File: config.mk
export PLATFORM = sky130hd
export DESIGN_NAME = tccw_front
export DESIGN_NICKNAME = d
export VERILOG_FILES = /design/src/rtl/core/tccw_pkg.sv /design/src/rtl/core/tccw_front.sv
export SDC_FILE = /design/constraint.sdc
export NUM_CORES = 1
export LEC_CHECK = 0
export ABC_AREA = 0
export ABC_CLOCK_PERIOD_IN_PS = 4150
export BUFFER_PORTS_ARGS = -buffer_cell sky130_fd_sc_hd__clkbuf_2
export CAP_MARGIN = 10
export CORE_UTILIZATION = 38
export DETAILED_ROUTE_END_ITERATION = 16
export PLACE_DENSITY = 0.88
export SETUP_SLACK_MARGIN = 0.15
export SYNTH_ARGS = -nofsm -noshare
export SYNTH_HDL_FRONTEND = slang
export SYNTH_SLANG_ARGS = --single-unit
File: constraint.sdc
create_clock -name vclk -period 4.15
set_input_delay 0.83 -clock vclk [all_inputs]
set_output_delay 0.83 -clock vclk [all_outputs]
set_load 0.1 [all_outputs]
File: src/rtl/core/tccw_pkg.sv
`timescale 1ns / 1ps
// ----------------------------------------------------------------------------
// tccw_pkg
// Shared types and constants of the text console cursor writer.
// ----------------------------------------------------------------------------
package tccw_pkg;

  localparam int unsigned CMD_W  = 2;
  localparam int unsigned CHAR_W = 8;
  localparam int unsigned COL_W  = 7;
  localparam int unsigned ROW_W  = 5;
  localparam int unsigned IDX_W  = 11;
  localparam int unsigned POS_W  = 11;
  localparam int unsigned DATA_W = 16;
  // wide enough for any row * columns + column of the largest screen
  localparam int unsigned LIN_W  = 12;

  localparam int unsigned QUEUE_DEPTH = 2;
  localparam int unsigned QPTR_W      = $clog2(QUEUE_DEPTH);
  localparam int unsigned QCNT_W      = $clog2(QUEUE_DEPTH + 1);

  localparam logic [CMD_W-1:0] CMD_PUT  = 2'd0;
  localparam logic [CMD_W-1:0] CMD_SEEK = 2'd1;
  localparam logic [CMD_W-1:0] CMD_READ = 2'd2;

  localparam logic [CHAR_W-1:0] CHAR_TAB     = 8'd9;
  localparam logic [CHAR_W-1:0] CHAR_NEWLINE = 8'd10;
  localparam logic [CHAR_W-1:0] ATTR_NORMAL  = 8'h0F;
  localparam logic [DATA_W-1:0] BLANK_CELL   = 16'h0F20;

  typedef struct packed {
    logic [CMD_W-1:0]  command;
    logic [CHAR_W-1:0] char_code;
    logic [COL_W-1:0]  seek_col;
    logic [ROW_W-1:0]  seek_row;
    logic [IDX_W-1:0]  cell_index;
  } in_item_t;

  typedef struct packed {
    logic [POS_W-1:0]  cursor_pos;
    logic [DATA_W-1:0] read_data;
  } out_item_t;

  typedef enum logic [2:0] {
    OP_PUT,
    OP_NEWLINE,
    OP_TAB,
    OP_SEEK,
    OP_READ,
    OP_NONE
  } op_e;

  // lin carries the clamped seek position or the cell index of a read
  typedef struct packed {
    op_e               kind;
    logic [CHAR_W-1:0] char_code;
    logic [COL_W-1:0]  col;
    logic [ROW_W-1:0]  row;
    logic [LIN_W-1:0]  lin;
  } op_t;

  typedef enum logic [1:0] {
    BK_INIT,
    BK_IDLE,
    BK_READ,
    BK_SCROLL
  } back_state_e;

endpackage

File: src/rtl/core/tccw_front.sv
`timescale 1ns / 1ps
// ----------------------------------------------------------------------------
// tccw_front
// Input side: takes commands and decodes them into console operations.
// ----------------------------------------------------------------------------
module tccw_front #(
  parameter int unsigned COLUMNS = 80,
  parameter int unsigned ROWS    = 25
) (
  input  logic               in_valid_i,
  output logic               in_stall_o,
  input  tccw_pkg::in_item_t in_item_i,
  input  logic               init_done_i,
  input  logic               q_full_i,
  output logic               push_o,
  output tccw_pkg::op_t      op_o
);

  localparam int unsigned LIN_W = tccw_pkg::LIN_W;
  localparam logic [tccw_pkg::COL_W-1:0] ColLast = tccw_pkg::COL_W'(COLUMNS - 1);
  localparam logic [tccw_pkg::ROW_W-1:0] RowLast = tccw_pkg::ROW_W'(ROWS - 1);
  localparam logic [LIN_W:0] CellCount = (LIN_W + 1)'(COLUMNS * ROWS);

  logic [tccw_pkg::COL_W-1:0] col_c;
  logic [tccw_pkg::ROW_W-1:0] row_c;

  assign in_stall_o = q_full_i || !init_done_i;
  assign push_o     = in_valid_i && !in_stall_o;

  assign col_c = (in_item_i.seek_col > ColLast) ? ColLast : in_item_i.seek_col;
  assign row_c = (in_item_i.seek_row > RowLast) ? RowLast : in_item_i.seek_row;

  always_comb begin
    op_o.kind      = tccw_pkg::OP_NONE;
    op_o.char_code = in_item_i.char_code;
    op_o.col       = col_c;
    op_o.row       = row_c;
    op_o.lin       = LIN_W'(row_c) * LIN_W'(COLUMNS) + LIN_W'(col_c);
    unique case (in_item_i.command)
      tccw_pkg::CMD_PUT: begin
        if (in_item_i.char_code == tccw_pkg::CHAR_NEWLINE) begin
          op_o.kind = tccw_pkg::OP_NEWLINE;
        end else if (in_item_i.char_code == tccw_pkg::CHAR_TAB) begin
          op_o.kind = tccw_pkg::OP_TAB;
        end else begin
          op_o.kind = tccw_pkg::OP_PUT;
        end
      end
      tccw_pkg::CMD_SEEK: begin
        op_o.kind = tccw_pkg::OP_SEEK;
      end
      tccw_pkg::CMD_READ: begin
        op_o.lin = LIN_W'(in_item_i.cell_index);
        // reads past the screen return zero
        if ((LIN_W + 1)'(in_item_i.cell_index) < CellCount) begin
          op_o.kind = tccw_pkg::OP_READ;
        end
      end
      default: begin
        op_o.kind = tccw_pkg::OP_NONE;
      end
    endcase
  end

endmodule

==> run_results.csv, run 1 <==
group,metric,value,unit
power_and_ir_drop,p_comb_frac,1.000,
power_and_ir_drop,ir_drop,0.1684,mV
yosys,synth_top_area_frac,0.1036,
clocking,post_cts_resized,0,
sta,hold_viol,0,
power_and_ir_drop,p_per_area,340.8,nW/µm²
sta,final.min_clock_period,3865,ps
grt,grt_usage,0.2070,
final_layout,nFlopsAndLatches,0,
drt,wl_per_cell,12.73,µm
placed_design,port_buffers,73,
min_path,hp-class,"in -> out",
drt,wl,2278,µm
drt,post-route-drc-count,0,
final_layout,fin_nets,200,
sta,setup_viol,0,
floorplan,die_h,45.66,µm
worst_setup_path,crit_cells,12,
yosys,synthTopCellsByCount,"9 x nor2_1, 8 x buf_4, 8 x nand2b_1",
floorplan,fp.dieW,45.66,µm
yosys,synth.area.top_cells,"ha_1 10%, buf_4 8.3%, nand2b_1 6.9%, mux2_2 6.2%, fa_1 5.5%",
sta,maxSlewViolCount,0,
clocking,post_cts_buffers,0,
power_and_ir_drop,pwr-share-clk,0,
power_and_ir_drop,p_int,105.0,µW
worst_setup_path,path_cells,"clkbuf_2 > nand2_4 > nand2_4 > clkinvlp_4 > ha_4 > ha_4 > fa_2 > xor2_2 > o2111ai_1 > xor3_1 > mux2_4 > buf_12",
yosys,synth_compound_area_frac,0.2142,
grt,grt_overflow_total,0,
floorplan,pin_count,73,
drt,vias,890,
power_and_ir_drop,p_leak,0.0006391,µW
sta,rsz0062_at_grt,"false",
yosys,synth_seq_area_share,0,
yosys,netlist_area,724.4,µm²
worst_setup_path,startpoint_type,"primary input",
placed_design,gp_congestion,0.8073,
placed_design,dp_hpwl,2097,µm
yosys,yosys_warnings,0,
yosys,synth-adder-area-share,0.1589,
run_status,run_status,"completed",
yosys,syn_area_per_cell,7.626,µm²
min_path,hold_depth,3,
yosys,synth_top_family_by_area,"simple AND/OR/NAND/NOR gates",
worst_setup_path,max_stage_delay,380,ps
floorplan,coreArea,1764,µm²
floorplan,rows,15,
yosys,synth_most_common_cell,"nor2_1",
clocking,cts_hold_buf,0,
final_layout,diodes,0,
floorplan,initial_utilization,0.4106,
grt,grt_pass1_vias,768,
drt,first_pass_iters,4,
final_layout,clock_buffers,0,
final_layout,drive_above_1_share,0.6494,
yosys,synth_nets,139,
worst_setup_path,cp_top_family,"adder cells",
sta,fin_crit_sh,0.9314,
final_layout,multi_input_area,706.9,µm²
power_and_ir_drop,report.power.total,408.1,µW
yosys,ys_types,39,
worst_setup_path,crit_required,3320,ps
final_layout,area_growth,65.29,%
power_and_ir_drop,seqPwrFrac,0,
grt,grt_max_degree,20,
yosys,synthXorXnorAreaFrac,0.1278,
drt,via_per_inst,4.972,
yosys,synth_top_cell_by_area,"ha_1",
power_and_ir_drop,p_sw,303.1,µW
yosys,yosys.area_share.simple,0.2573,
drt,ant_nets,0,
worst_setup_path,criticalPathCategory,"in -> out",
worst_setup_path,worst_path_max_delay_cell,"fa_2",
yosys,syn_inst,95,
worst_setup_path,cp_max_fo,4,
final_layout,final-seq-area,0,µm²
final_layout,fin_util,0.6787,
yosys,muxShareOfSynthArea,0.08290,
drt,drt_iter0_markers,8,
grt,grt_pass1_wl,3215,µm
run,drv_cap,0,
final_layout,fill_cells,179,
sta,tightest_slew,920.3,ps
grt,antenna_found_initial,0,
sta,fmax,258.7,MHz
worst_setup_path,path_buf_inv,3,
power_and_ir_drop,p_sw_frac,0.7427,
floorplan,fp.dieArea,2085,µm²
worst_setup_path,worstPathArrival,3040,ps
worst_setup_path,critPathCaptureType,"output port",
sta,relSlewSlack,0.3864,
## per-layer routing
| metal | track usage | part of all wire | wire length, µm |
|---|---|---|---|
| met4 | 0 | 0 | 0 |
| met2 | 0.4429 | 0.55 | 1259 |
| met1 | 0.2310 | 0.38 | 856 |
| met3 | 0.003968 | 0.072 | 163 |
| met5 | 0 | 0 | 0 |
## area by class of cell
class              instances  area share
inverters                  4     0.01567
multi-input cells         75      0.5904
well taps                 25     0.02612
repair buffers            75      0.3678
## metrics by stage
step	hold slack [ps]	setup slack, ps	instance area [µm²]	setup TNS (ps)	std cells
floorplan	1768	-262.7	835.8	-340.6	95
global placement	2073	354.2	1197	0	179
detailed placement	2086	289.7	1197	0	179
CTS	2087	282.0	1197	0	179
global route	2099	237.0	1197	0	179
finish	2080	284.7	1197	0	179
## cells in the final DEF (no fill, tap or decap), drive strengths merged, types with 2 or more instances in the layout
cell / count
clkbuf: 69
nor2: 9
xnor2: 3
nand3: 2
fa: 2
mux2: 5
nand2b: 8
nor2b: 2
buf: 6
o21ai: 2
and3: 2
nand2: 4
a21oi: 8
a21o: 3
xor2: 4
ha: 6
inv: 3
## cell families after synthesis
group / Yosys count
AO/OA/AOI/OAI: 20
XOR/XNOR: 8
AND/OR/NAND/NOR: 34
multiplexers: 5
adder cells (fa/ha/maj): 8
buffers and inverters: 20
## final timing paths
kind       end     startpoint
max   op_o[10]  in_item_i[14]
min   op_o[10]  in_item_i[10]
## power by group through the flow
stage	Combinational (µW)	Clock [µW]	Sequential [µW]
final	408	0	0
after global routing	422	0	0
after CTS	409	0	0
after detailed placement	408	0	0
after global placement	401	0	0
after floorplan	329	0	0
(Power assumes the default switching activity.)
==> inputs of run 2 (changes only) <==
==> constraint.sdc (replaced) <==
create_clock -name vclk -period 4.15
set_input_delay 0.83 -clock vclk [all_inputs]
set_output_delay 0.83 -clock vclk [all_outputs]
set_load 0.005 [all_outputs]
==> run 2 against run 1 <==
Net effect:
- utilization fell by 8.9 points
- critical endpoint unchanged
- critical path depth unchanged
- cell count did not move
- sequential cell count unchanged
- via count fell by 1.6%
- die area stayed put
- largest power group unchanged
- hold slack lost 240 ps
- final area is 13% lower
- global-route usage shrank 3.7 points
- first-iteration DRC count down 13%
- non-clock buffer count is the same
- highest routed layer unchanged
- clock-buffer cell count is the same
==> run_results.csv, run 2 (same netlist as run 1, synthesis figures left out) <==
group,metric,value,unit
run_status,run_status,"completed",
floorplan,fp.dieArea,2085,µm²
grt,grt_use_met1,0.2148,
min_path,hp-class,"in -> out",
placed_design,pre_cts_ws,168.6,ps
placed_design,port_buffers,73,
worst_setup_path,criticalPathCategory,"in -> out",
floorplan,coreArea,1764,µm²
sta,final.min_clock_period,3896,ps
sta,maxSlewViolCount,0,
min_path,min_to,"op_o[26]",
grt,grt_max_degree,20,
sta,setup_tns,0,ps
final_layout,drive_above_1_share,0.5714,
final_layout,fin_nets,200,
grt,grt_usage,0.1704,
final_layout,final_cell_mix,"73 x clkbuf_2, 9 x nor2_1, 8 x nand2b_1",
drt,ant_nets,0,
floorplan,die_h,45.66,µm
worst_setup_path,critPathCaptureType,"output port",
power_and_ir_drop,p_per_area,134.0,nW/µm²
grt,antenna_found_initial,0,
worst_setup_path,cp_max_fo,4,
worst_setup_path,max_stage_delay,380,ps
worst_setup_path,crit_required,3320,ps
worst_setup_path,path_buf_inv,3,
grt,grt_overflow_total,0,
sta,relSlewSlack,0.5207,
grt,grt_pass1_vias,687,
final_layout,nFlopsAndLatches,0,
sta,rsz0062_at_grt,"false",
final_layout,diodes,0,
min_path,hold_depth,2,
floorplan,rows,15,
drt,first_pass_iters,4,
power_and_ir_drop,p_leak,0.0006074,µW
worst_setup_path,path_cells,"clkbuf_2 > nand2_1 > nand2_2 > inv_1 > ha_1 > ha_1 > fa_2 > xor2_2 > o2111ai_1 > xor3_1 > mux2_4 > clkbuf_2",
grt,grt_pass1_wl,2697,µm
floorplan,initial_utilization,0.4106,
placed_design,place_inst,179,
worst_setup_path,cp_top_family,"adder cells",
min_path,hold_start,"in_item_i[25]",
clocking,post_cts_buffers,0,
sta,tightest_slew,718.9,ps
final_layout,final_common_cell,"clkbuf_2",
final_layout,final-seq-area,0,µm²
power_and_ir_drop,ir_drop,0.06076,mV
grt,use_met3,0.003968,
sta,setup_ws,253.9,ps
floorplan,pin_count,73,
floorplan,fp.dieW,45.66,µm
final_layout,fin_cells,179,
run,drv_cap,0,
drt,wl,1982,µm
grt,grt_util_met2,0.3286,
sta,fmax,256.7,MHz
drt,post-route-drc-count,0,
sta,setup_viol,0,
placed_design,dp_hpwl,1764,µm
placed_design,gp_congestion,0.7674,
final_layout,fin_util,0.5901,
final_layout,area_growth,43.70,%
drt,via_per_inst,4.894,
final_layout,clock_buffers,0,
worst_setup_path,worstPathArrival,3070,ps
worst_setup_path,startpoint_type,"primary input",
sta,fin_crit_sh,0.9388,
final_layout,fill_cells,184,
sta,worst_hold_slack,1843,ps
drt,wl_per_cell,11.07,µm
sta,hold_viol,0,
grt,grt.busiest_layer,"met2",
drt,drt_iter0_markers,7,
drt,vias,876,
worst_setup_path,worst_path_max_delay_cell,"fa_2",
[run 2: power by group]
group,total [µW],switching [µW],internal (µW)
Combinational,139,66.5,73.0
Sequential,0,0,0
Clock,0,0,0
Total,139,66.5,73.0
[run 2: repair_timing]
action                                  in CTS  in global routing
resized for setup                            0                  2
endpoints found under the setup margin       0                  1
hold buffers                                 0                  0
[run 2: final cells by class]
type	count	area [µm²]	share of cell area
multi-input combinational	75	614.3	0.5901
timing repair buffer	75	380.4	0.3654
tap	25	31.28	0.03005
inverter	4	15.01	0.01442
[run 2: per-layer routing]
metal | wire length [µm] | up-vias
li1 | - | 441
met5 | 0 | -
met3 | 142 | 0
met4 | 0 | 0
met2 | 1014 | 50
met1 | 825 | 385
[run 2: worst max path at each step]
stage | start | endpoint | slack [ps] | depth (start not counted)
after global placement | in_item_i[14] | op_o[10] | 260 | 12
after floorplan | in_item_i[15] | op_o[10] | 390 | 11
after CTS | in_item_i[14] | op_o[10] | 170 | 12
after global routing | in_item_i[14] | op_o[10] | 150 | 12
final | in_item_i[14] | op_o[10] | 250 | 12
after detailed placement | in_item_i[14] | op_o[10] | 170 | 12
[run 2: per-stage QoR]
| step | instance area (µm²) | total power (µW) |
|---|---|---|
| 3_3_place_gp | 1036 | 134.1 |
| 3_5_place_dp | 1036 | 138.0 |
| 6_report | 1041 | 139.5 |
| 2_1_floorplan | 724.4 | 85.23 |
| 5_1_grt | 1041 | 153.7 |
| 4_1_cts | 1036 | 138.9 |
