===== src/rtl/core/tccw_pkg.sv =====
`timescale 1ns / 1ps
// ----------------------------------------------------------------------------
// tccw_pkg
// Shared types and constants of the text console cursor writer.
// ----------------------------------------------------------------------------
package tccw_pkg;

  localparam int unsigned CMD_W  = 2;
  localparam int unsigned CHAR_W = 8;
  localparam int unsigned COL_W  = 7;
  localparam int unsigned ROW_W  = 5;
  localparam int unsigned IDX_W  = 11;
  localparam int unsigned POS_W  = 11;
  localparam int unsigned DATA_W = 16;
  // wide enough for any row * columns + column of the largest screen
  localparam int unsigned LIN_W  = 12;

  localparam int unsigned QUEUE_DEPTH = 2;
  localparam int unsigned QPTR_W      = $clog2(QUEUE_DEPTH);
  localparam int unsigned QCNT_W      = $clog2(QUEUE_DEPTH + 1);

  localparam logic [CMD_W-1:0] CMD_PUT  = 2'd0;
  localparam logic [CMD_W-1:0] CMD_SEEK = 2'd1;
  localparam logic [CMD_W-1:0] CMD_READ = 2'd2;

  localparam logic [CHAR_W-1:0] CHAR_TAB     = 8'd9;
  localparam logic [CHAR_W-1:0] CHAR_NEWLINE = 8'd10;
  localparam logic [CHAR_W-1:0] ATTR_NORMAL  = 8'h0F;
  localparam logic [DATA_W-1:0] BLANK_CELL   = 16'h0F20;

  typedef struct packed {
    logic [CMD_W-1:0]  command;
    logic [CHAR_W-1:0] char_code;
    logic [COL_W-1:0]  seek_col;
    logic [ROW_W-1:0]  seek_row;
    logic [IDX_W-1:0]  cell_index;
  } in_item_t;

  typedef struct packed {
    logic [POS_W-1:0]  cursor_pos;
    logic [DATA_W-1:0] read_data;
  } out_item_t;

  typedef enum logic [2:0] {
    OP_PUT,
    OP_NEWLINE,
    OP_TAB,
    OP_SEEK,
    OP_READ,
    OP_NONE
  } op_e;

  // lin carries the clamped seek position or the cell index of a read
  typedef struct packed {
    op_e               kind;
    logic [CHAR_W-1:0] char_code;
    logic [COL_W-1:0]  col;
    logic [ROW_W-1:0]  row;
    logic [LIN_W-1:0]  lin;
  } op_t;

  typedef enum logic [1:0] {
    BK_INIT,
    BK_IDLE,
    BK_READ,
    BK_SCROLL
  } back_state_e;

endpackage


===== src/rtl/core/tccw_queue.sv =====
`timescale 1ns / 1ps
// ----------------------------------------------------------------------------
// tccw_queue
// Short FIFO of decoded operations between the front and back ends.
// ----------------------------------------------------------------------------
module tccw_queue (
  input  logic          clk_i,
  input  logic          rst_ni,
  input  logic          push_i,
  input  tccw_pkg::op_t op_i,
  output logic          full_o,
  output logic          valid_o,
  input  logic          pop_i,
  output tccw_pkg::op_t op_o
);

  localparam int unsigned QPTR_W = tccw_pkg::QPTR_W;
  localparam int unsigned QCNT_W = tccw_pkg::QCNT_W;

  tccw_pkg::op_t     entry_q [tccw_pkg::QUEUE_DEPTH];
  logic [QPTR_W-1:0] wr_ptr_q, wr_ptr_d;
  logic [QPTR_W-1:0] rd_ptr_q, rd_ptr_d;
  logic [QCNT_W-1:0] count_q, count_d;

  assign full_o  = (count_q == QCNT_W'(tccw_pkg::QUEUE_DEPTH));
  assign valid_o = (count_q != '0);
  assign op_o    = entry_q[rd_ptr_q];

  always_comb begin
    wr_ptr_d = push_i ? wr_ptr_q + 1'b1 : wr_ptr_q;
    rd_ptr_d = pop_i ? rd_ptr_q + 1'b1 : rd_ptr_q;
    case ({push_i, pop_i})
      2'b10:   count_d = count_q + 1'b1;
      2'b01:   count_d = count_q - 1'b1;
      default: count_d = count_q;
    endcase
  end

  always_ff @(posedge clk_i or negedge rst_ni) begin
    if (!rst_ni) begin
      wr_ptr_q <= '0;
      rd_ptr_q <= '0;
      count_q  <= '0;
    end else begin
      wr_ptr_q <= wr_ptr_d;
      rd_ptr_q <= rd_ptr_d;
      count_q  <= count_d;
    end
  end

  always_ff @(posedge clk_i) begin
    if (push_i) begin
      entry_q[wr_ptr_q] <= op_i;
    end
  end

endmodule


===== config.mk =====
export PLATFORM = sky130hd
export DESIGN_NAME = tccw_queue
export DESIGN_NICKNAME = d
export VERILOG_FILES = /design/src/rtl/core/tccw_pkg.sv /design/src/rtl/core/tccw_queue.sv
export SDC_FILE = /design/constraint.sdc
export NUM_CORES = 1
export LEC_CHECK = 0
export BUFFER_PORTS_ARGS = -buffer_cell sky130_fd_sc_hd__clkbuf_2
export CORE_UTILIZATION = 25
export DETAILED_ROUTE_END_ITERATION = 16
export GPL_ROUTABILITY_DRIVEN = 0
export GPL_TIMING_DRIVEN = 0
export PLACE_DENSITY = 0.42
export SLEW_MARGIN = 10
export SYNTH_ARGS = -nofsm -noshare
export SYNTH_HDL_FRONTEND = slang
export SYNTH_SLANG_ARGS = --single-unit

===== constraint.sdc =====
create_clock -name clk_i -period 2.9 [get_ports clk_i]
set_input_delay 0.435 -clock clk_i [delete_from_list [all_inputs] [get_ports clk_i]]
set_output_delay 0.435 -clock clk_i [all_outputs]
set_load 0.02 [all_outputs]

==> results.json, run 1 <==
{
  "status": "completed",
  "skew_ns": 0.002794,
  "ir_drop_mv": 0.3727,
  "yosysSeqAreaShare_pct": 76.92,
  "critPathKind": "flop to output port",
  "dr_total_vias": 1437,
  "postCtsSetupBuffers": 0,
  "final_area_mm2": 0.003790,
  "wirelength_um": 5010,
  "cp_cell_sequence": "buf_6, buf_12, mux2_4, clkbuf_2",
  "worstSetupEndpointType": "output port",
  "fin_cells": 359,
  "min_period_ns": 1.913,
  "syn-cell-area_mm2": 0.002863,
  "core_mm2": 0.01098,
  "required_ns": 2.47,
  "die_y_um": 109.0,
  "synth_cells": 125,
  "layout_setup_ws_ns": 0.9871,
  "grt_pass1_wl_um": 7396,
  "synthDistinctLibCells": 14,
  "min_path_type": "primary input to flop",
  "hold_ws_ns": 0.2999,
  "cts_buffers": 9,
  "synthTopCellsByArea": "edfxtp_1, mux2_4, dfrtp_1",
  "power_uw": 4014,
  "drv_cap": 0,
  "crit_cells": 4,
  "rsz0062_at_grt": "no",
  "antenna_found_initial": 0,
  "routed.top_layer": "met4",
  "slew_viol_final": 0,
  "rows": 38,
  "dp_cells": 342,
  "synth-seq-cells": 74,
  "crit_start": "rd_ptr_q",
  "wl_met1_um": 2184,
  "drcViolationCount": 0,
  "first_iter_violations": 33,
  "crit_end": "op_o[33]",
  "met3WireLength_um": 440,
  "die_x_um": 109.0,
  "path_max_fanout": 10,
  "worst-endpoint-arrival_ns": 1.48,
  "dieArea_mm2": 0.01188,
  "syn-num-nets": 165,
  "tightest_slew_ns": 0.6160,
  "cts.sink_count": 74,
  "reg2reg_depth": 2,
  "leakage_uw": 0.001529,
  "p_per_area_mw_per_mm2": 1059,
  "place_ws_ns": 1.166,
  "wl_met2_um": 2292,
  "drt_pass1_iterations": 4,
  "initial_utilization_pct": 26.07,
  "clkTransAtPathRegs_ns": 0.06,
  "slowest_stage": "dfrtp_1",
  "grt.total_usage_pct": 8.884,
  "crit_buf_inv": 3,
  "yosysWarnings": 0,
  "synth_top_area_share_pct": 73.43,
  "critPathMaxStageDelay_ns": 0.34,
  "wl_per_cell_um": 13.96,
  "final.period_utilization_pct": 65.96,
  "cts_tree": "yes",
  "cts_htree_levels": 3,
  "area_growth_pct": 32.39,
  "ff2ff_setup_slack_ns": 1.42,
  "grt_max_degree": 29,
  "fmax_ghz": 0.5228,
  "clock_latency_ns": 0.32,
  "detail-route-antenna-nets": 0,
  "grt_pass1_vias": 1519,
  "diodes": 0,
  "root_buffer": "clkbuf_16",
  "yosysTopAreaCell": "edfxtp_1",
  "port_buffers": 75,
  "via_per_inst": 4.003,
  "finalSetupViolCount": 0,
  "hold_viol_final": 0,
  "start_kind": "flop",
  "clockBufferDepth": 2,
  "r2r_end": "entry_q[0][0]",
  "relSlewSlack_pct": 58.84,
  "place_hpwl_um": 3344,
  "layout.nets": 254,
  "avgSynthCellArea_um2": 22.90,
  "drive_gt1_share_pct": 60.73,
  "ios": 76,
  "n_fill_cell": 1055,
  "cp_top_family": "buffers and inverters",
  "globalRouteOverflowTotal": 0,
  "timing.rr.start": "wr_ptr_q",
  "dpl_cell_area_mm2": 0.003470
}
## cell usage after synthesis
library cell / number
mux2_2: 6
dfrtp_1: 4
buf_6: 1
inv_1: 1
ha_1: 1
edfxtp_1: 70
mux2_4: 29
nor2_1: 2
xor2_1: 3
xnor2_1: 2
or2_2: 1
nor2b_1: 1
buf_12: 3
and2_1: 1
## routing by layer
| metal | global-route usage, % | vias to the layer above |
|---|---|---|
| li1 | - | 661 |
| met1 | 10.27 | 703 |
| met2 | 14.06 | 63 |
| met3 | 3.646 | 10 |
| met4 | 4.633 | 0 |
| met5 | 0 | - |
## layout by cell type (no fill, tap or decap), types with 2 or more instances in the layout
cell type,synthesis,layout
dfrtp_1,4,4
bufinv_16,0,2
mux2_4,29,29
xnor2_1,2,2
edfxtp_1,70,70
buf_12,3,4
clkbuf_16,0,9
clkbuf_2,0,75
mux2_2,6,6
xor2_1,3,3
clkinv_2,0,2
## logic make-up after synthesis
group                      share of synthesized area, %
buffers and inverters                             2.622
adders and majority gates                        0.4370
muxes                                             17.57
xor gates and xnor gates                          1.530
DFF                                               76.92
and+or+nand+nor                                  0.9183
## flip-flops by register name, summed over array words and instances, names as in the netlist
name      count
count_q       2
entry_q      70
wr_ptr_q      1
rd_ptr_q      1
## worst min path at each step
stage,from,to,cells past startpoint
final,op_i[25],entry_q[0][25],1
after detailed placement,rst_ni,count_q[1],1
after floorplan,rst_ni,count_q[0],0
after global placement,rst_ni,rd_ptr_q,1
after global routing,op_i[7],entry_q[1][7],1
after CTS,op_i[32],entry_q[1][32],1
## where the power goes
| part | internal (µW) | leakage [µW] | total [µW] | switching (µW) |
|---|---|---|---|---|
| logic | 647 | 0.000675 | 1380 | 735 |
| registers | 1420 | 0.000704 | 1490 | 64.1 |
| clock network | 747 | 0.000150 | 1140 | 398 |
## metrics by stage
| step | util (%) | setup TNS, ns |
|---|---|---|
| after floorplan | - | 0 |
| after global placement | 31.08 | -29.24 |
| after detailed placement | 31.59 | 0 |
| after CTS | 34.51 | 0 |
| after global routing | 34.51 | 0 |
| final | 34.51 | 0 |
## cell type report
class	instances	area (µm²)	area share (%)
clock buffer	10	229.0	6.042
clock inverter	6	81.33	2.146
tap	140	175.2	4.622
multi-input combinational	46	594.3	15.68
inverter	1	3.754	0.09904
buffer	4	71.32	1.882
timing repair buffer	78	432.9	11.42
sequential	74	2202	58.11
## timing repair
action,CTS,global route
endpoints found under the hold margin,4,0
hold buffers,1,0
resized for setup,0,0
(Power assumes the default switching activity.)
==> run 2: changes to the inputs <==
Settings changed: ABC_AREA set to 1, PLACE_DENSITY 0.42 to 0.43.
Clock period 2.9 ns to 1.5 ns, I/O delays scaled along.
==> run 2 against run 1 <==
Flip-flop and latch count unchanged. The flow now finishes with violations (setup timing). Wire length increased by 17%. Combinational power increased to 3.2 times the previous value. Non-clock buffer count increased by 6. Power increased by 140%. First-iteration DRC count increased by 24%. Critical path type unchanged. Utilization increased by 4.2 points. Clock skew increased by 0.0022 ns. Highest routed layer unchanged.
==> results.json, run 2 <==
{
  "yosysTopAreaCell": "edfxtp_1",
  "core_mm2": 0.01147,
  "required_ns": 1.27,
  "largest_register": "entry_q",
  "wl_per_cell_um": 13.09,
  "slew_viol_final": 0,
  "worstSetupEndpointType": "output port",
  "synthFlopType": "edfxtp_1",
  "synth_edf_count": 70,
  "hold_ws_ns": 0.08553,
  "globalRouteOverflowTotal": 0,
  "drv_cap": 0,
  "layout_setup_ws_ns": -0.06819,
  "tightest_slew_ns": 0.6206,
  "via_per_inst": 4.038,
  "relSlewSlack_pct": 58.53,
  "reg2reg_depth": 3,
  "syn-cell-area_mm2": 0.002945,
  "path_max_fanout": 10,
  "setup-tns-final_ns": -1.612,
  "final_common_cell": "edfxtp_1",
  "cts_htree_levels": 3,
  "clkTransAtPathRegs_ns": 0.06,
  "dieArea_mm2": 0.01222,
  "worstHoldPathCells": 1,
  "initial_utilization_pct": 25.68,
  "synth_cells": 207,
  "drt_pass1_iterations": 3,
  "dp_cells": 426,
  "min_period_ns": 1.568,
  "cp_cell_sequence": "buf_12, buf_12, o21ai_2, clkbuf_8",
  "wirelength_um": 5849,
  "first_iter_violations": 41,
  "start_kind": "flop",
  "synthDistinctLibCells": 14,
  "synth_common_cells": "edfxtp_1, inv_1, nand2_1, o21ai_2, buf_6",
  "dr_total_vias": 1805,
  "final.period_utilization_pct": 104.5,
  "fmax_ghz": 0.6377,
  "violations": "setup timing",
  "worst-endpoint-arrival_ns": 1.34,
  "area_growth_pct": 50.55,
  "min_path_type": "primary input to flop",
  "grt.total_usage_pct": 10.15,
  "regArea_mm2": 0.002202,
  "fin_cells": 447,
  "root_buffer": "clkbuf_16",
  "grt_pass1_vias": 1757,
  "rsz0062_at_grt": "yes",
  "synth-seq-cells": 74,
  "cts.sink_count": 74,
  "largest_register_ff_count": 70,
  "drcViolationCount": 0,
  "ios": 76,
  "ir_drop_mv": 0.8042,
  "grt_max_degree": 20,
  "yosysSeqAreaShare_pct": 74.77,
  "finalSetupViolCount": 35,
  "skew_ns": 0.004976,
  "final_core_util_pct": 38.67,
  "yosysWarnings": 0,
  "yosysMostFrequentCell": "edfxtp_1",
  "clockBufferDepth": 2,
  "port_buffers": 75,
  "n_fill_cell": 1114,
  "drive_gt1_share_pct": 50.99,
  "final_cell_mix": "edfxtp_1, inv_1, clkbuf_2",
  "cp_common_cell": "buf_12",
  "cts_tree": "yes",
  "slowest_stage": "dfrtp_1",
  "antenna_found_initial": 0,
  "clock_latency_ns": 0.32,
  "syn-num-nets": 247,
  "layout.nets": 339,
  "async_reset_ff_share_pct": 5.405,
  "place_hpwl_um": 3549,
  "detail-route-antenna-nets": 0,
  "grt_pass1_wl_um": 9273,
  "die_y_um": 110.5,
  "place_ws_ns": -0.3003,
  "reg_top3": "entry_q x70, count_q x2",
  "rows": 39,
  "multiInputGateArea_um2": 696.9,
  "critPathKind": "flop to output port",
  "leakage_uw": 0.001821,
  "hold_viol_final": 0,
  "die_x_um": 110.5,
  "critPathMaxStageDelay_ns": 0.39,
  "avgSynthCellArea_um2": 14.23,
  "diodes": 0,
  "cts_buffers": 9,
  "synth_top_area_share_pct": 71.37,
  "p_per_area_mw_per_mm2": 2157,
  "synthTopCellsByArea": "edfxtp_1, o21ai_2, inv_1",
  "status": "finished with violations"
}
## run 2: cell count changes after synthesis, moves of 3 or more
cell     change
mux2_2       -6
mux2_4      -29
inv_1       +40
o21ai_1      +6
o21ai_2     +29
buf_6        +6
buf_12       -3
nand2_1     +41
## run 2: metal layers
metal	track usage [%]	share of wire, %
met3	2.634	4.0
met2	16.56	51
met4	5.333	1.9
met5	0	0
met1	12.31	43
## run 2: repair_timing
item	CTS	global route
hold buffers	1	0
hold endpoints to repair	4	0
gates resized for setup	68	75
endpoints found under the setup margin	70	70
buffers inserted	1	2
gates cloned	1	0
pin swaps	6	3
## run 2: worst paths after layout
kind	startpoint	end	slack [ns]
hold reg to reg	count_q[1]	count_q[1]	0.47
max in group asynchronous	rst_ni	rd_ptr_q	1.13
min in group asynchronous	rst_ni	wr_ptr_q	0.24
setup / recovery	rd_ptr_q	op_o[3]	-0.07
setup reg to reg	wr_ptr_q	entry_q[1][26]	0.10
hold / removal	op_i[21]	entry_q[0][21]	0.09
## run 2: power breakdown
| part | leakage, µW | internal (µW) | switching [µW] | total (µW) |
|---|---|---|---|---|
| Sequential | 0.000704 | 2750 | 148 | 2900 |
| Combinational | 0.000966 | 2080 | 2310 | 4400 |
| Clock | 0.000151 | 1450 | 816 | 2270 |
## run 2: through the flow
step	instance area [µm²]	total power, µW
2_1_floorplan	2953	4921
3_3_place_gp	3507	5857
3_5_place_dp	3535	5922
4_1_cts	4153	8955
5_1_grt	4434	10040
6_report	4434	9564
## run 2: cell families (layout without fill, tap and decap cells)
group | count (synthesis) | count (layout) | synth area share (%)
flip-flops | 74 | 74 | 74.77
AO/OA/AOI/OAI | 35 | 35 | 9.643
adder cells (fa/ha/maj) | 1 | 1 | 0.4247
AND/OR/NAND/NOR | 45 | 46 | 5.863
buffers and inverters | 49 | 145 | 8.411
XOR/XNOR | 3 | 3 | 0.8923
## run 2: critical path: cells and delay by family (launching register included)
kind | cells | cell delay (ns)
AO/OA/AOI/OAI | 1 | 0.14
flip-flops | 1 | 0.39
buffers and inverters | 3 | 0.48
## run 2: cell type report
| cell class | count | area share, % |
|---|---|---|
| plain buffers | 8 | 3.386 |
| clock buffers | 9 | 5.079 |
| multi-input cells | 85 | 15.72 |
| flip-flops and latches | 74 | 49.66 |
| inverters | 41 | 3.584 |
| clock inverters | 7 | 2.088 |
| well taps | 143 | 4.035 |
| repair buffers | 80 | 16.45 |
==> run 3: changes to the inputs <==
Settings changed: MAX_ROUTING_LAYER set to met4.
==> run 3 against run 2 <==
The run still ends with setup timing left. Count of clock-buffer cells in the layout did not move. Sequential share of layout area did not move. Clock power barely moved. Worst hold slack got worse by 0.00064 ns. First-iteration DRC count fell by 2.4%. Critical path depth did not move. Non-clock buffer count did not move.
==> results.json, run 3 (synthesized netlist as in run 2, its figures left out) <==
{
  "rows": 39,
  "core_mm2": 0.01147,
  "largest_register_ff_count": 70,
  "ios": 76,
  "hold_viol_final": 0,
  "critPathKind": "flop to output port",
  "n_fill_cell": 1114,
  "cp_cell_sequence": "buf_12, buf_12, o21ai_2, clkbuf_8",
  "final.period_utilization_pct": 104.6,
  "drive_gt1_share_pct": 50.99,
  "tightest_slew_ns": 0.6204,
  "critPathMaxStageDelay_ns": 0.39,
  "slew_viol_final": 0,
  "initial_utilization_pct": 25.68,
  "leakage_uw": 0.001821,
  "ir_drop_mv": 0.8042,
  "globalRouteOverflowTotal": 0,
  "fin_cells": 447,
  "r2r_end": "entry_q[1][26]",
  "reg2reg_depth": 3,
  "cts_tree": "yes",
  "dp_cells": 426,
  "die_x_um": 110.5,
  "worstHoldEndpoint": "entry_q[0][21]",
  "area_growth_pct": 50.55,
  "skew_ns": 0.004977,
  "layout.nets": 339,
  "root_buffer": "clkbuf_16",
  "drcViolationCount": 0,
  "final_core_util_pct": 38.67,
  "diodes": 0,
  "violations": "setup timing",
  "setup-tns-final_ns": -1.622,
  "drt_pass1_iterations": 3,
  "worstSetupEndpointType": "output port",
  "regArea_mm2": 0.002202,
  "first_iter_violations": 40,
  "layout_setup_ws_ns": -0.06839,
  "cts_buffers": 9,
  "cp_common_cell": "buf_12",
  "wl_per_cell_um": 13.10,
  "final_common_cell": "edfxtp_1",
  "port_buffers": 75,
  "antenna_found_initial": 0,
  "cts.sink_count": 74,
  "drv_cap": 0,
  "dr_total_vias": 1806,
  "grt_pass1_vias": 1757,
  "required_ns": 1.27,
  "min_path_type": "primary input to flop",
  "clkTransAtPathRegs_ns": 0.06,
  "reg_top3": "entry_q x70, count_q x2",
  "path_max_fanout": 10,
  "cts_htree_levels": 3,
  "via_per_inst": 4.040,
  "start_kind": "flop",
  "fmax_ghz": 0.6376,
  "min_period_ns": 1.568,
  "dieArea_mm2": 0.01222,
  "final_cell_mix": "edfxtp_1, inv_1, clkbuf_2",
  "timing.rr.start": "wr_ptr_q",
  "grt_pass1_wl_um": 9273,
  "place_hpwl_um": 3549,
  "rsz0062_at_grt": "yes",
  "detail-route-antenna-nets": 0,
  "worst-endpoint-arrival_ns": 1.34,
  "relSlewSlack_pct": 58.54,
  "finalSetupViolCount": 35,
  "clock_latency_ns": 0.32,
  "die_y_um": 110.5,
  "multiInputGateArea_um2": 696.9,
  "min-delay-start": "op_i[21]",
  "slowest_stage": "dfrtp_1",
  "p_per_area_mw_per_mm2": 2157,
  "largest_register": "entry_q",
  "grt.total_usage_pct": 10.45,
  "status": "finished with violations",
  "grt_max_degree": 20,
  "clockBufferDepth": 2,
  "worstHoldPathCells": 1,
  "wirelength_um": 5854,
  "ff2ff_setup_slack_ns": 0.10
}
[run 3: cell counts in the layout (fill, tap and decap cells not counted)]
Identical to the previous run, type by type.
[run 3: layout make-up]
type                            count  share of cell area [%]
Clock buffer                        9                   5.079
Clock inverter                      7                   2.088
Buffer                              8                   3.386
Multi-Input combinational cell     85                   15.72
Sequential cell                    74                   49.66
Tap cell                          143                   4.035
Timing Repair Buffer               80                   16.45
Inverter                           41                   3.584
[run 3: worst max-delay path by stage]
stage | from | end | slack [ns] | cells after the start
finish | rd_ptr_q | op_o[3] | -0.07 | 4
CTS | rd_ptr_q | op_o[24] | -0.10 | 4
global placement | wr_ptr_q | entry_q[1][1] | -0.57 | 2
detailed placement | wr_ptr_q | entry_q[0][21] | -0.30 | 1
floorplan | wr_ptr_q | entry_q[1][0] | -0.04 | 2
global route | rd_ptr_q | op_o[19] | -0.12 | 4
[run 3: per-layer routing]
layer / track usage (%) / vias to the layer above / wire (µm)
li1: - / 883 / -
met1: 12.42 / 861 / 2556
met2: 16.56 / 51 / 2971
met3: 2.470 / 11 / 217
met4: 5.333 / 0 / 109
met5: - / - / 0
[run 3: power breakdown]
| part | internal, µW | leakage [µW] | switching (µW) | total (µW) |
|---|---|---|---|---|
| Sequential | 2750 | 0.000704 | 148 | 2900 |
| Clock | 1450 | 0.000151 | 817 | 2270 |
| Combinational | 2080 | 0.000966 | 2310 | 4400 |
| Total | 6290 | 0.00182 | 3280 | 9570 |
[run 3: through the flow]
step	power, µW	area, µm²	hold slack, ns	setup WS [ns]
after floorplan	4921	2953	-0.07059	-0.04425
after global placement	5857	3507	0.04467	-0.5686
after detailed placement	5922	3535	0.04473	-0.3003
after CTS	8955	4153	0.07340	-0.1040
after global routing	10040	4434	0.07285	-0.1179
final	9566	4434	0.08488	-0.06839
[run 3: repair_timing]
item | 4_1_cts | 5_1_grt
hold buffers | 1 | 0
pin swaps | 6 | 3
setup buffers | 1 | 2
endpoints found under the setup margin | 70 | 70
gates cloned | 1 | 0
endpoints found under the hold margin | 4 | 0
gates resized for setup | 68 | 75
[run 3: critical path: cells and delay by family, from the launching register on]
kind | cells | cell delay [ns]
flip-flops | 1 | 0.39
buffers and inverters | 3 | 0.48
AO/OA/AOI/OAI | 1 | 0.14
